===== config.mk =====
export PLATFORM = sky130hd
export DESIGN_NAME = number_literal_parser_core
export DESIGN_NICKNAME = d
export VERILOG_FILES = /design/src/nlp_pkg.sv /design/src/number_literal_parser_core.sv /design/src/nlp_lane.sv
export SDC_FILE = /design/constraint.sdc
export NUM_CORES = 2
export LEC_CHECK = 0
export BUFFER_PORTS_ARGS = -buffer_cell sky130_fd_sc_hd__buf_4
export CORE_ASPECT_RATIO = 0.7
export CORE_MARGIN = 2
export CORE_UTILIZATION = 35
export DETAILED_ROUTE_END_ITERATION = 16
export MAX_ROUTING_LAYER = met4
export SYNTH_ARGS = -nofsm -noshare
export SYNTH_HDL_FRONTEND = slang
export SYNTH_SLANG_ARGS = --single-unit

===== constraint.sdc =====
create_clock -name clock -period 25.8 [get_ports clock]
set_clock_uncertainty 0.2 [all_clocks]
set_input_delay 3.87 -clock clock [delete_from_list [all_inputs] [get_ports clock]]
set_output_delay 3.87 -clock clock [all_outputs]
set_load 0.01 [all_outputs]

===== src/nlp_pkg.sv =====
// types, constants and lane update functions for the number literal parser
package nlp_pkg;

   localparam logic [2:0] PH_IDLE = 3'd0;
   localparam logic [2:0] PH_WS   = 3'd1;
   localparam logic [2:0] PH_SIGN = 3'd2;
   localparam logic [2:0] PH_ZERO = 3'd3;
   localparam logic [2:0] PH_XPFX = 3'd4;
   localparam logic [2:0] PH_DIG  = 3'd5;
   localparam logic [2:0] PH_STOP = 3'd6;

   localparam logic [2:0] ST_OK       = 3'd0;
   localparam logic [2:0] ST_EMPTY    = 3'd1;
   localparam logic [2:0] ST_BAD_CHAR = 3'd2;
   localparam logic [2:0] ST_BAD_DIG  = 3'd3;
   localparam logic [2:0] ST_OVER_MAX = 3'd4;

   localparam int NUM_DIRECT  = 7;
   localparam int NUM_DELAYED = 3;
   localparam int MAG_WIDTH   = 63;
   localparam int PROD_WIDTH  = MAG_WIDTH + 4;

   localparam logic [6:0] NO_DIGIT = 7'd99;

   localparam logic [7:0] CH_DOLLAR  = 8'h24;
   localparam logic [7:0] CH_PERCENT = 8'h25;
   localparam logic [7:0] CH_STAR    = 8'h2A;
   localparam logic [7:0] CH_QUOTE   = 8'h27;
   localparam logic [7:0] CH_ZERO    = 8'h30;
   localparam logic [7:0] CH_LOW_H   = 8'h68;
   localparam logic [7:0] CH_LOW_B   = 8'h62;
   localparam logic [7:0] CH_LOW_D   = 8'h64;
   localparam logic [7:0] CH_LOW_X   = 8'h78;
   localparam logic [7:0] CH_UP_X    = 8'h58;
   localparam logic [7:0] CH_PLUS    = 8'h2B;
   localparam logic [7:0] CH_MINUS   = 8'h2D;
   localparam logic [7:0] CH_SPACE   = 8'h20;

   localparam logic [4:0] DirectBase [NUM_DIRECT] =
      '{5'd16, 5'd16, 5'd2, 5'd2, 5'd10, 5'd10, 5'd8};
   localparam logic [1:0] DirectStart [NUM_DIRECT] =
      '{2'd1, 2'd2, 2'd1, 2'd2, 2'd1, 2'd2, 2'd0};
   localparam logic [4:0] DelayedBase [NUM_DELAYED] = '{5'd16, 5'd2, 5'd10};

   typedef struct packed {
      logic [7:0]  character;
      logic        has_char;
      logic        last;
      logic        byte_only;
      logic [15:0] max_value;
   } req_type;

   typedef struct packed {
      logic [15:0] value;
      logic [2:0]  status;
   } rsp_type;

   typedef struct packed {
      logic [2:0]           phase;
      logic                 neg;
      logic                 ovf;
      logic [MAG_WIDTH-1:0] mag;
   } lane_type;

   function automatic logic [6:0] digit_of(logic [7:0] c);
      logic [6:0] d;
      if (c >= 8'h30 && c <= 8'h39) d = 7'(c - 8'h30);
      else if (c >= 8'h61 && c <= 8'h7A) d = 7'(c - 8'h61) + 7'd10;
      else if (c >= 8'h41 && c <= 8'h5A) d = 7'(c - 8'h41) + 7'd10;
      else d = NO_DIGIT;
      return d;
   endfunction

   function automatic lane_type lane_add(lane_type l, logic [4:0] base, logic [3:0] d);
      logic [PROD_WIDTH-1:0] ext;
      logic [PROD_WIDTH-1:0] prod;
      lane_type r;
      r = l;
      ext = PROD_WIDTH'(l.mag);
      case (base)
         5'd16:   prod = ext << 4;
         5'd8:    prod = ext << 3;
         5'd2:    prod = ext << 1;
         default: prod = (ext << 3) + (ext << 1);
      endcase
      prod = prod + PROD_WIDTH'(d);
      if (!l.ovf) begin
         if (prod[PROD_WIDTH-1:MAG_WIDTH] != '0) r.ovf = 1'b1;
         else r.mag = prod[MAG_WIDTH-1:0];
      end
      return r;
   endfunction

   function automatic lane_type lane_step(lane_type l, logic [4:0] base, logic [7:0] c);
      logic [6:0] d;
      logic       in_base;
      logic       is_ws;
      lane_type   r;
      r = l;
      d = digit_of(c);
      in_base = d < 7'(base);
      is_ws = c == CH_SPACE || (c >= 8'd9 && c <= 8'd13);
      case (l.phase)
         PH_IDLE, PH_WS, PH_SIGN: begin
            if (l.phase != PH_SIGN && is_ws) begin
               r.phase = PH_WS;
            end else if (l.phase != PH_SIGN && (c == CH_PLUS || c == CH_MINUS)) begin
               r.neg = c == CH_MINUS;
               r.phase = PH_SIGN;
            end else if (base == 5'd16 && c == CH_ZERO) begin
               r.mag = '0;
               r.phase = PH_ZERO;
            end else if (in_base) begin
               r = lane_add(l, base, d[3:0]);
               r.phase = PH_DIG;
            end else begin
               r.mag = '0;
               r.phase = PH_STOP;
            end
         end
         PH_ZERO: begin
            if (c == CH_LOW_X || c == CH_UP_X) begin
               r.phase = PH_XPFX;
            end else if (d < 7'd16) begin
               r = lane_add(l, 5'd16, d[3:0]);
               r.phase = PH_DIG;
            end else begin
               r.phase = PH_STOP;
            end
         end
         PH_XPFX: begin
            if (d < 7'd16) begin
               r = lane_add(l, 5'd16, d[3:0]);
               r.phase = PH_DIG;
            end else begin
               r.mag = '0;
               r.phase = PH_STOP;
            end
         end
         PH_DIG: begin
            if (in_base) begin
               r = lane_add(l, base, d[3:0]);
            end else begin
               r.phase = PH_STOP;
            end
         end
         default: r = l;
      endcase
      return r;
   endfunction

   function automatic logic [15:0] lane_value(lane_type l);
      logic [15:0] v;
      if (l.ovf) v = l.neg ? 16'h0000 : 16'hFFFF;
      else v = l.neg ? 16'(16'd0 - l.mag[15:0]) : l.mag[15:0];
      return v;
   endfunction

   function automatic logic lane_bad(lane_type l);
      return l.phase == PH_WS || l.phase == PH_SIGN ||
             l.phase == PH_XPFX || l.phase == PH_STOP;
   endfunction

endpackage


===== src/number_literal_parser_core.sv =====
// number literal parser top level: character intake, base selection, result register
//
//  channel  dir  handshake           payload
//  req      in   req_valid/req_stall req_data (character, flags, max_value)
//  rsp      out  rsp_valid/rsp_stall rsp_data (value, status)
//
// one character is taken per cycle while req_stall is low; the result of a literal
// appears the cycle after its last character and sits in one output register.
// synchronous reset clears all lane and header state; state also clears after
// each literal. while a result waits under rsp_stall, req_stall is high.
module number_literal_parser_core (
   input  logic             clock,
   input  logic             reset,
   input  logic             req_valid,
   output logic             req_stall,
   input  nlp_pkg::req_type req_data,
   output logic             rsp_valid,
   input  logic             rsp_stall,
   output nlp_pkg::rsp_type rsp_data
);
   import nlp_pkg::*;

   logic       rsp_valid_ff, rsp_valid_in;
   rsp_type    rsp_data_ff, rsp_data_in;
   logic [2:0] count_ff, count_in;
   logic [7:0] lead_ff [4];
   logic [7:0] lead_in [4];
   logic [7:0] prev_ff, prev_in;
   logic       closed_ff, closed_in;
   logic       accept, done, feed;
   lane_type   direct_next [NUM_DIRECT];
   lane_type   delayed_next [NUM_DELAYED];
   lane_type   sel;
   logic       use_lane, lit_ok;
   logic [15:0] val;

   assign req_stall = rsp_valid_ff && rsp_stall;
   assign accept = req_valid && !req_stall;
   assign done = accept && req_data.last;
   assign feed = accept && req_data.has_char && !closed_ff && req_data.character != 8'd0;

   for (genvar i = 0; i < NUM_DIRECT; i++) begin : g_direct
      nlp_lane u_lane (
         .clock(clock), .reset(reset),
         .feed(feed && count_ff >= 3'(DirectStart[i])),
         .clear(done), .base(DirectBase[i]),
         .char_in(req_data.character), .lane_next(direct_next[i])
      );
   end

   for (genvar i = 0; i < NUM_DELAYED; i++) begin : g_delayed
      nlp_lane u_lane (
         .clock(clock), .reset(reset),
         .feed(feed && count_ff != 3'd0),
         .clear(done), .base(DelayedBase[i]),
         .char_in(prev_ff), .lane_next(delayed_next[i])
      );
   end

   always_comb begin
      count_in = count_ff;
      prev_in = prev_ff;
      closed_in = closed_ff;
      lead_in = lead_ff;
      if (accept && req_data.has_char && !closed_ff && req_data.character == 8'd0) begin
         closed_in = 1'b1;
      end
      if (feed) begin
         if (count_ff < 3'd4) lead_in[count_ff[1:0]] = req_data.character;
         prev_in = req_data.character;
         if (count_ff != 3'd7) count_in = count_ff + 3'd1;
      end
   end

   always_comb begin
      sel = direct_next[6];
      use_lane = 1'b1;
      lit_ok = 1'b1;
      val = '0;
      if (lead_in[0] == CH_QUOTE) begin
         use_lane = 1'b0;
         if (lead_in[1] != 8'd0 && lead_in[2] == CH_QUOTE) begin
            val = 16'(lead_in[1]);
         end else if (lead_in[1] != 8'd0 && lead_in[2] != 8'd0 && lead_in[3] == CH_QUOTE) begin
            val = {lead_in[1], lead_in[2]};
         end else begin
            lit_ok = 1'b0;
         end
      end
      else if (lead_in[0] == CH_DOLLAR) sel = direct_next[0];
      else if (prev_in == CH_LOW_H) sel = delayed_next[0];
      else if (lead_in[0] == CH_ZERO && lead_in[1] == CH_LOW_X) sel = direct_next[1];
      else if (lead_in[0] == CH_PERCENT) sel = direct_next[2];
      else if (prev_in == CH_LOW_B) sel = delayed_next[1];
      else if (lead_in[0] == CH_ZERO && lead_in[1] == CH_LOW_B) sel = direct_next[3];
      else if (lead_in[0] == CH_STAR) sel = direct_next[4];
      else if (prev_in == CH_LOW_D) sel = delayed_next[2];
      else if (lead_in[0] == CH_ZERO && lead_in[1] == CH_LOW_D) sel = direct_next[5];

      if (use_lane) val = lane_value(sel);
      if (req_data.byte_only) val = {8'h00, val[7:0]};

      rsp_data_in.value = val;
      rsp_data_in.status = ST_OK;
      if (count_in == 3'd0) begin
         rsp_data_in.value = '0;
         rsp_data_in.status = ST_EMPTY;
      end else if (!lit_ok) begin
         rsp_data_in.value = '0;
         rsp_data_in.status = ST_BAD_CHAR;
      end else if (use_lane && lane_bad(sel)) begin
         rsp_data_in.status = ST_BAD_DIG;
      end else if (val > req_data.max_value) begin
         rsp_data_in.status = ST_OVER_MAX;
      end
   end

   assign rsp_valid_in = req_stall ? 1'b1 : done;

   always_ff @(posedge clock) begin
      if (reset) begin
         rsp_valid_ff <= 1'b0;
         count_ff <= '0;
         prev_ff <= '0;
         closed_ff <= 1'b0;
         lead_ff <= '{default: 8'd0};
      end else begin
         rsp_valid_ff <= rsp_valid_in;
         if (done) begin
            count_ff <= '0;
            prev_ff <= '0;
            closed_ff <= 1'b0;
            lead_ff <= '{default: 8'd0};
         end else begin
            count_ff <= count_in;
            prev_ff <= prev_in;
            closed_ff <= closed_in;
            lead_ff <= lead_in;
         end
      end
   end

   always_ff @(posedge clock) begin
      if (done) rsp_data_ff <= rsp_data_in;
   end

   assign rsp_valid = rsp_valid_ff;
   assign rsp_data = rsp_data_ff;

endmodule


===== src/nlp_lane.sv =====
// one strtol conversion lane: state register and per-character update
module nlp_lane (
   input  logic              clock,
   input  logic              reset,
   input  logic              feed,
   input  logic              clear,
   input  logic [4:0]        base,
   input  logic [7:0]        char_in,
   output nlp_pkg::lane_type lane_next
);
   import nlp_pkg::*;

   lane_type lane_ff;
   lane_type lane_in;

   always_comb begin
      lane_in = lane_ff;
      if (feed) lane_in = lane_step(lane_ff, base, char_in);
   end

   assign lane_next = lane_in;

   always_ff @(posedge clock) begin
      if (reset || clear) lane_ff <= '0;
      else lane_ff <= lane_in;
   end

endmodule


==> flow_metrics.env <==
export IMPL_outcome="finished with violations"
export IMPL_violations="capacitance limit"
export IMPL_grt_overflow_total=0
export IMPL_crit_slowest_cell="o41ai_1"
export IMPL_switchingPower_mw=0.765
export IMPL_dieWidth_um=533
export IMPL_ioPinCount=52
export IMPL_arrival_ns=16.22
export IMPL_seq_area_um2=15100
export IMPL_yosysWarnings=0
export IMPL_p_seq_share_pct=42.0
export IMPL_grt_pass1_vias=69804
export IMPL_clkSinkCount=744
export IMPL_drtPass1Iterations=6
export IMPL_crit_fanout=16
export IMPL_die_h_um=374
export IMPL_whs_path_depth=2
export IMPL_wire_per_inst_um=26.4
export IMPL_cp_data_required_time_ns=26.05
export IMPL_dieArea_um2=200000
export IMPL_track_usage_pct=31.8
export IMPL_numCtsBuffers=91
export IMPL_clock_latency_ns=0.75
export IMPL_maxCapViolations=1
export IMPL_place_gp_congestion=1.06
export IMPL_maxSlewHeadroom_pct=1.15
export IMPL_multiInputGateArea_um2=50500
export IMPL_viasPerCell=6.41
export IMPL_setup_viol=0
export IMPL_synth_top_cell_area_share_pct=21.2
export IMPL_fmax_mhz=62.6
export IMPL_power_frac_comb_pct=7.3
export IMPL_dp_hpwl_mm=246
export IMPL_startpoint_type="input port"
export IMPL_clkPwrFrac_pct=50.6
export IMPL_drc=0
export IMPL_synth_area_leaders="dfxtp_1 (21%), nor2_1 (8.1%), a21oi_1 (7.5%), nand2_1 (6.2%), o21ai_0 (5.3%)"
export IMPL_power_mw=2.78
export IMPL_synth_edf_count=19
export IMPL_synth_cells=10030
export IMPL_nets=9917
export IMPL_synthFlopType="dfxtp_1"
export IMPL_cts_max_level=3
export IMPL_intPower_mw=2.01
export IMPL_grt_pass1_wl_mm=477
export IMPL_synth_area_per_cell_um2=6.84
export IMPL_ys_async_sr_fraction_pct=0
export IMPL_rr_worst_depth=42
export IMPL_hold_ws_ns=0.254
export IMPL_post_route_min_period_ns=15.97
export IMPL_rsz0062_at_grt="no"
export IMPL_cts_resized=0
export IMPL_placed_area_um2=71200
export IMPL_fin_area_um2=74300
export IMPL_start_util_pct=35.3
export IMPL_postCtsSetupRepairBufs=0
export IMPL_drive_above_1_share_pct=5.90
export IMPL_core_um2=194000
export IMPL_mappedNetlistNets=10311
export IMPL_cpPeakStageDelay_ns=1.27
export IMPL_p_per_area_nw_per_um2=37.4
export IMPL_cp_end_kind="flop"
export IMPL_hp_class="reg2reg"
export IMPL_synth_area_um2=68600
export IMPL_fin_cells=12321
export IMPL_dp_cells=12146
export IMPL_slew_violations=0
export IMPL_fillers=20603
export IMPL_seq_area_frac_synth_pct=22.0
export IMPL_worstMarginPinSlew_ns=1.47
export IMPL_wl_mm=325
export IMPL_clkTransAtPathRegs_ns=0.05
export IMPL_cts_root_buf="clkbuf_16"
export IMPL_io_buffers=51
export IMPL_synth_distinct_cells=116
export IMPL_final_antenna_net_count=0
export IMPL_yosys_area_top_type="dfxtp_1"
export IMPL_finalHoldViolCount=0
export IMPL_vias=78989
export IMPL_path_class="in2reg"
export IMPL_synth_seq_cells=744
export IMPL_fp_row_count=135
export IMPL_vdd_drop_max_v=0.0000425
export IMPL_clock_tree_buffer_depth=3
export IMPL_finalSetupTns_ns=0
export IMPL_cts_tree="built"
export IMPL_swShare_pct=27.5
export IMPL_grt_start_max_net_pins=150
export IMPL_drt_iter0_drc=11695
export IMPL_power_leakage_nw=25.5
export IMPL_holdBufCountCts=0
export IMPL_syn_to_final_growth_pct=8.39
export IMPL_antenna_found_initial=18
export IMPL_finalCritPeriodShare_pct=61.9
metrics by stage:
step                setup slack [ns]  util [%]
detailed placement              9.90      36.7
floorplan                      12.83         -
finish                          9.83      38.3
global route                    9.67      38.3
global placement                9.62      36.7
CTS                            10.59      38.3
Yosys cell counts (all sizes together), types with 117 or more instances:
library cell     n
a21oi         1027
a22oi          353
and3           117
clkbuf         651
dfxtp          725
ha             241
inv            166
mux2i          151
nand2         1132
nand3          276
nand4          209
nor2          1481
nor3           223
o21ai          756
o22ai          135
xnor2          272
xor2           269
logic make-up (layout without fill, tap and decap cells):
kind of cell,after synthesis,after routing,synth area share [%]
buf+inv,875,554,4.86
flops,744,744,22.0
xor+xnor,541,541,6.92
simple gates,4093,4093,27.7
mux,173,173,2.56
fa+ha+maj,250,250,4.66
compound gates,3354,3354,31.3
other cells,0,9,0
placed cells by master (no fill, tap or decap), drive strengths merged, types with 80 or more instances in the layout:
master and instances:
nor2 1481, nand2 1132, a21oi 1027, o21ai 756, dfxtp 725, a22oi 353, nand3 276, xnor2 272
xor2 269, ha 241, nor3 223, buf 220, nand4 209, inv 171, mux2i 151, o22ai 135
clkbuf 125, and3 117, a211oi 113, a21o 100, and2 97, nor4 96, or3 90, o211ai 88
a31oi 80
metal layers:
layer | vias up | GRT usage [%] | part of all wire [%]
met2 | 4168 | 41.3 | 38
met5 | - | - | 0
met3 | 347 | 8.22 | 12
met4 | 0 | 5.91 | 2.0
met1 | 38310 | 48.1 | 48
li1 | 36164 | - | -
worst max-delay path, delay by kind of cell:
family | cells | cell delay, ns
AOI/OAI and AO/OA | 17 | 4.70
adders and majority gates | 4 | 1.18
buffers and inverters | 6 | 1.56
muxes | 1 | 0.54
and+or+nand+nor | 18 | 4.33
power groups by stage:
stage	combinational, mW	sequential [mW]	clock [mW]
floorplan	0.122	1.19	0
global placement	0.198	1.19	0
CTS	0.198	1.17	1.43
finish	0.204	1.17	1.41
global route	0.216	1.17	1.47
detailed placement	0.197	1.19	0
path summary, 6_finish.rpt:
kind | end | from | slack [ns]
hold reg to reg | lead_ff[0] | lead_ff[0] | 0.25
setup / recovery | rsp_data[2] | req_data[20] | 9.83
setup reg to reg | rsp_data[2] | prev_ff[1] | 12.72
hold / removal | lead_ff[0] | lead_ff[0] | 0.25
final cells by class:
type	instances	share of cell area (%)
Antenna cell	9	0.0303
Clock buffer	125	3.46
Clock inverter	41	0.796
Inverter	168	0.848
Multi-Input combinational cell	8411	68.0
Sequential cell	744	20.3
Tap cell	2603	4.38
Timing Repair Buffer	220	2.24
(Power assumes the default switching activity.)
